==> src/rtl/core/sis_ram.sv <==
`timescale 1ns / 1ps
module sis_ram #(
  parameter int WIDTH = 8,
  parameter int DEPTH = 256
) (
  input  logic                     clk,
  input  logic                     we,
  input  logic [$clog2(DEPTH)-1:0] waddr,
  input  logic [WIDTH-1:0]         wdata,
  input  logic                     re,
  input  logic [$clog2(DEPTH)-1:0] raddr,
  output logic [WIDTH-1:0]         rdata
);

  logic [WIDTH-1:0] mem [DEPTH];

  always_ff @(posedge clk) begin
    if (we) begin
      mem[waddr] <= wdata;
    end
    if (re) begin
      rdata <= mem[raddr];
    end
  end

endmodule

==> config.mk <==
export PLATFORM = sky130hd
export DESIGN_NAME = sis_ram
export DESIGN_NICKNAME = d
export VERILOG_FILES = /design/src/rtl/core/sis_ram.sv
export SDC_FILE = /design/constraint.sdc
export NUM_CORES = 2
export LEC_CHECK = 0
export ABC_AREA = 1
export BUFFER_PORTS_ARGS = -buffer_cell sky130_fd_sc_hd__buf_2
export CAP_MARGIN = 20
export CORE_ASPECT_RATIO = 1.2
export CORE_MARGIN = 2
export CORE_UTILIZATION = 40
export DETAILED_ROUTE_END_ITERATION = 16
export GPL_TIMING_DRIVEN = 0
export PLACE_DENSITY = 0.52
export SLEW_MARGIN = 20
export SYNTH_ARGS = -nofsm -noshare
export SYNTH_HDL_FRONTEND = slang
export SYNTH_SLANG_ARGS = --single-unit
==> constraint.sdc <==
create_clock -name clk -period 2 [get_ports clk]
set_clock_uncertainty 0.1 [all_clocks]
set_input_delay 0.1 -clock clk [delete_from_list [all_inputs] [get_ports clk]]
set_output_delay 0.1 -clock clk [all_outputs]
set_load 0.05 [all_outputs]
==> results.toml <==
[floorplan]
core_area_um2 = 207000
die-area_um2 = 212000
die_h_um = 504
row_count = 183
die_w_um = 421
initial_core_util = 0.403
ios = 35

[global_route]
grt_pass1_wl_mm = 480
grt_overflow = 0
use_met3 = 0.0825
grt_max_degree = 131
track_usage = 0.332
use_met1 = 0.420
grt_pass1_vias = 56500
antenna_found_initial = 22
global_route.usage.met2 = 0.512
grt_busiest_layer = "met2"

[detailed_routing]
vias = 61600
post_drt_wl_per_cell_um = 35.1
dr.pass1.iters = 6
drtIter0Drc = 10500
drt-total-wl_mm = 361
drc_errors = 0
ant_nets = 0
vias_per_cell = 6.00

[logic_synthesis]
syn_area_um2 = 83500
yosysWarnings = 0
ys_seq_area_frac = 0.740
syn_avg_cell_area_um2 = 11.9
synth-seq-cells = 2056
yosys-top-cells-area = "edfxtp_1 74%, nand3_1 12%, nand2_1 9.5%"
syn_inst = 7003
synth_common_cells = "2123 x nand2_1, 2056 x edfxtp_1, 2019 x nand3_1, 283 x nor2_1, 268 x buf_2"
yosysMostFrequentCell = "nand2_1"
syn_nets = 7030
synthDominantCellAreaShare = 0.740
synth_flop_cell = "edfxtp_1"
synth_cell_types = 13
yosys.area.top_type = "edfxtp_1"
synth_edf_count = 2056
async_flop_share = 0

[clocking]
worstSkewPairLatency_ns = 0.91
clkTransAtPathRegs_ns = 0.07
clockBufferDepth = 3
cts_tree = "done"
cts.sinks = 2056
h-tree-depth = 4
cts_setup_buffers = 0
cts_root_buf = "clkbuf_16"
cts_made_buffers = 205

[power]
p_switching_w = 0.0232
comb_power_share = 0.082
p_per_area_nw_per_um2 = 963
pwr-share-clk = 0.406
sequentialPowerShare = 0.512
sw_frac_of_total = 0.250
total_power_w = 0.0929
p_leak_nw = 33.6
peakVddDrop_v = 0.00103
p_int_w = 0.0697

[worst_setup_path]
crit_required_ns = 2.62
crit_path_max_fanout = 10
end_kind = "flop"
worst-setup-path-type = "primary input to flop"
cp_data_arrival_time_ns = 2.86
startpoint_type = "primary input"

[sta]
timing.fmax_mhz = 445
slew_violations = 0
period_minus_slack_ns = 2.25
relSlewSlack = 0.0830
setup_tns_ns = -8.43
setup_violations = 180
worst_slack_ns = -0.248
hold_viol = 8
rsz0062_at_grt = "true"
finalHoldWorstSlack_ns = -0.350
timing.final.crit_share = 1.12
worst_slew_pin_slew_ns = 1.38

[finish]
syn2layout_area_growth_pct = 15.6
fin_util = 0.466
final_cells = 10300
num-nets-final = 7344
drive_gt1_frac = 0.142

[min_path]
holdCritPathClass = "primary input to flop"

[status]
outcome = "finished with violations"
violations = "hold timing, setup timing"

[placement]
dp_hpwl_mm = 251
place_inst = 9860
place.gp.congestion = 1.01
port_buffers = 27

[flow_run]
cap_viol_max_count = 0
layout by cell type, fill, tap and decap left out, types with 71 or more instances in the layout:
| master | count |
|---|---|
| clkbuf_2 | 71 |
| clkbuf_1 | 90 |
| clkbuf_16 | 207 |
| edfxtp_1 | 2056 |
| nor2_2 | 128 |
| nor2_1 | 149 |
| buf_2 | 237 |
| nand3_2 | 104 |
| buf_4 | 101 |
| nand2_1 | 2114 |
| nand3_1 | 1891 |
state kept, by name, summed over array words and instances, names as in the netlist:
name   cells
mem     2048
rdata      8
layout make-up:
class,instances,area [um2]
Buffer,483,2850
Clock buffer,260,5380
Fill cell,18700,111000
Timing Repair Buffer,107,1550
Clock inverter,112,945
Antenna cell,17,42.5
Tap cell,2775,3470
Inverter,39,149
Multi-Input combinational cell,4425,20300
Sequential cell,2056,61700
cells by family after synthesis:
kind of cell | Yosys count | synth area share
AND/OR/NAND/NOR | 4425 | 0.229
buffers and inverters | 522 | 0.0312
flip-flops | 2056 | 0.740
what timing repair did:
| item | in CTS | in global routing |
|---|---|---|
| gates resized for setup | 250 | 146 |
| pin swaps | 19 | 11 |
| hold buffers | 21 | 1 |
| hold endpoints to repair | 1184 | 16 |
| setup endpoints to repair | 45 | 225 |
power by group through the flow:
| stage | clock (W) | combinational [W] | sequential (W) |
|---|---|---|---|
| 2_1_floorplan | 0 | 0.00293 | 0.0485 |
| 3_3_place_gp | 0 | 0.00672 | 0.0487 |
| 3_5_place_dp | 0 | 0.00695 | 0.0485 |
| 4_1_cts | 0.0376 | 0.00719 | 0.0475 |
| 5_1_grt | 0.0392 | 0.00770 | 0.0475 |
| 6_report | 0.0377 | 0.00759 | 0.0475 |
worst paths after layout:
check | startpoint | endpoint | slack (ns) | cells after the start
setup / recovery | raddr[4] | rdata[1] | -0.25 | 9
hold / removal | raddr[7] | rdata[6] | -0.35 | 3
setup reg to reg | mem[109][7] | rdata[7] | -0.15 | 10
hold reg to reg | mem[30][2] | rdata[2] | 1.14 | 10
layer usage:
layer  wire length (um)  share of wire  up-vias
li1                   -              -    25600
met1             131000           0.36    30700
met2             161000           0.45     4424
met3              41300           0.11      953
met4              26900          0.075        2
met5                 12       0.000033        -
critical path: stages:
cell and delay (ns):
buf_2 0.16, inv_2 0.46, clkdlybuf4s15_1 1.02, nand3_1 0.36
nand3_2 0.18, nand3_4 0.14, nand2_1 0.18, nand2_1 0.08
nand2_2 0.16
per-stage QoR:
stage                     cell area (um2)  setup WS [ns]  hold WS (ns)
after floorplan                     83500          0.309        0.0989
after global placement              87100          -3.55         0.337
after detailed placement            88500          -1.92         0.356
after CTS                           95900        -0.0474        -0.399
after global routing                96400         -0.122        -0.364
final                               96500         -0.248        -0.350
Power figures use the tool's default switching activity.
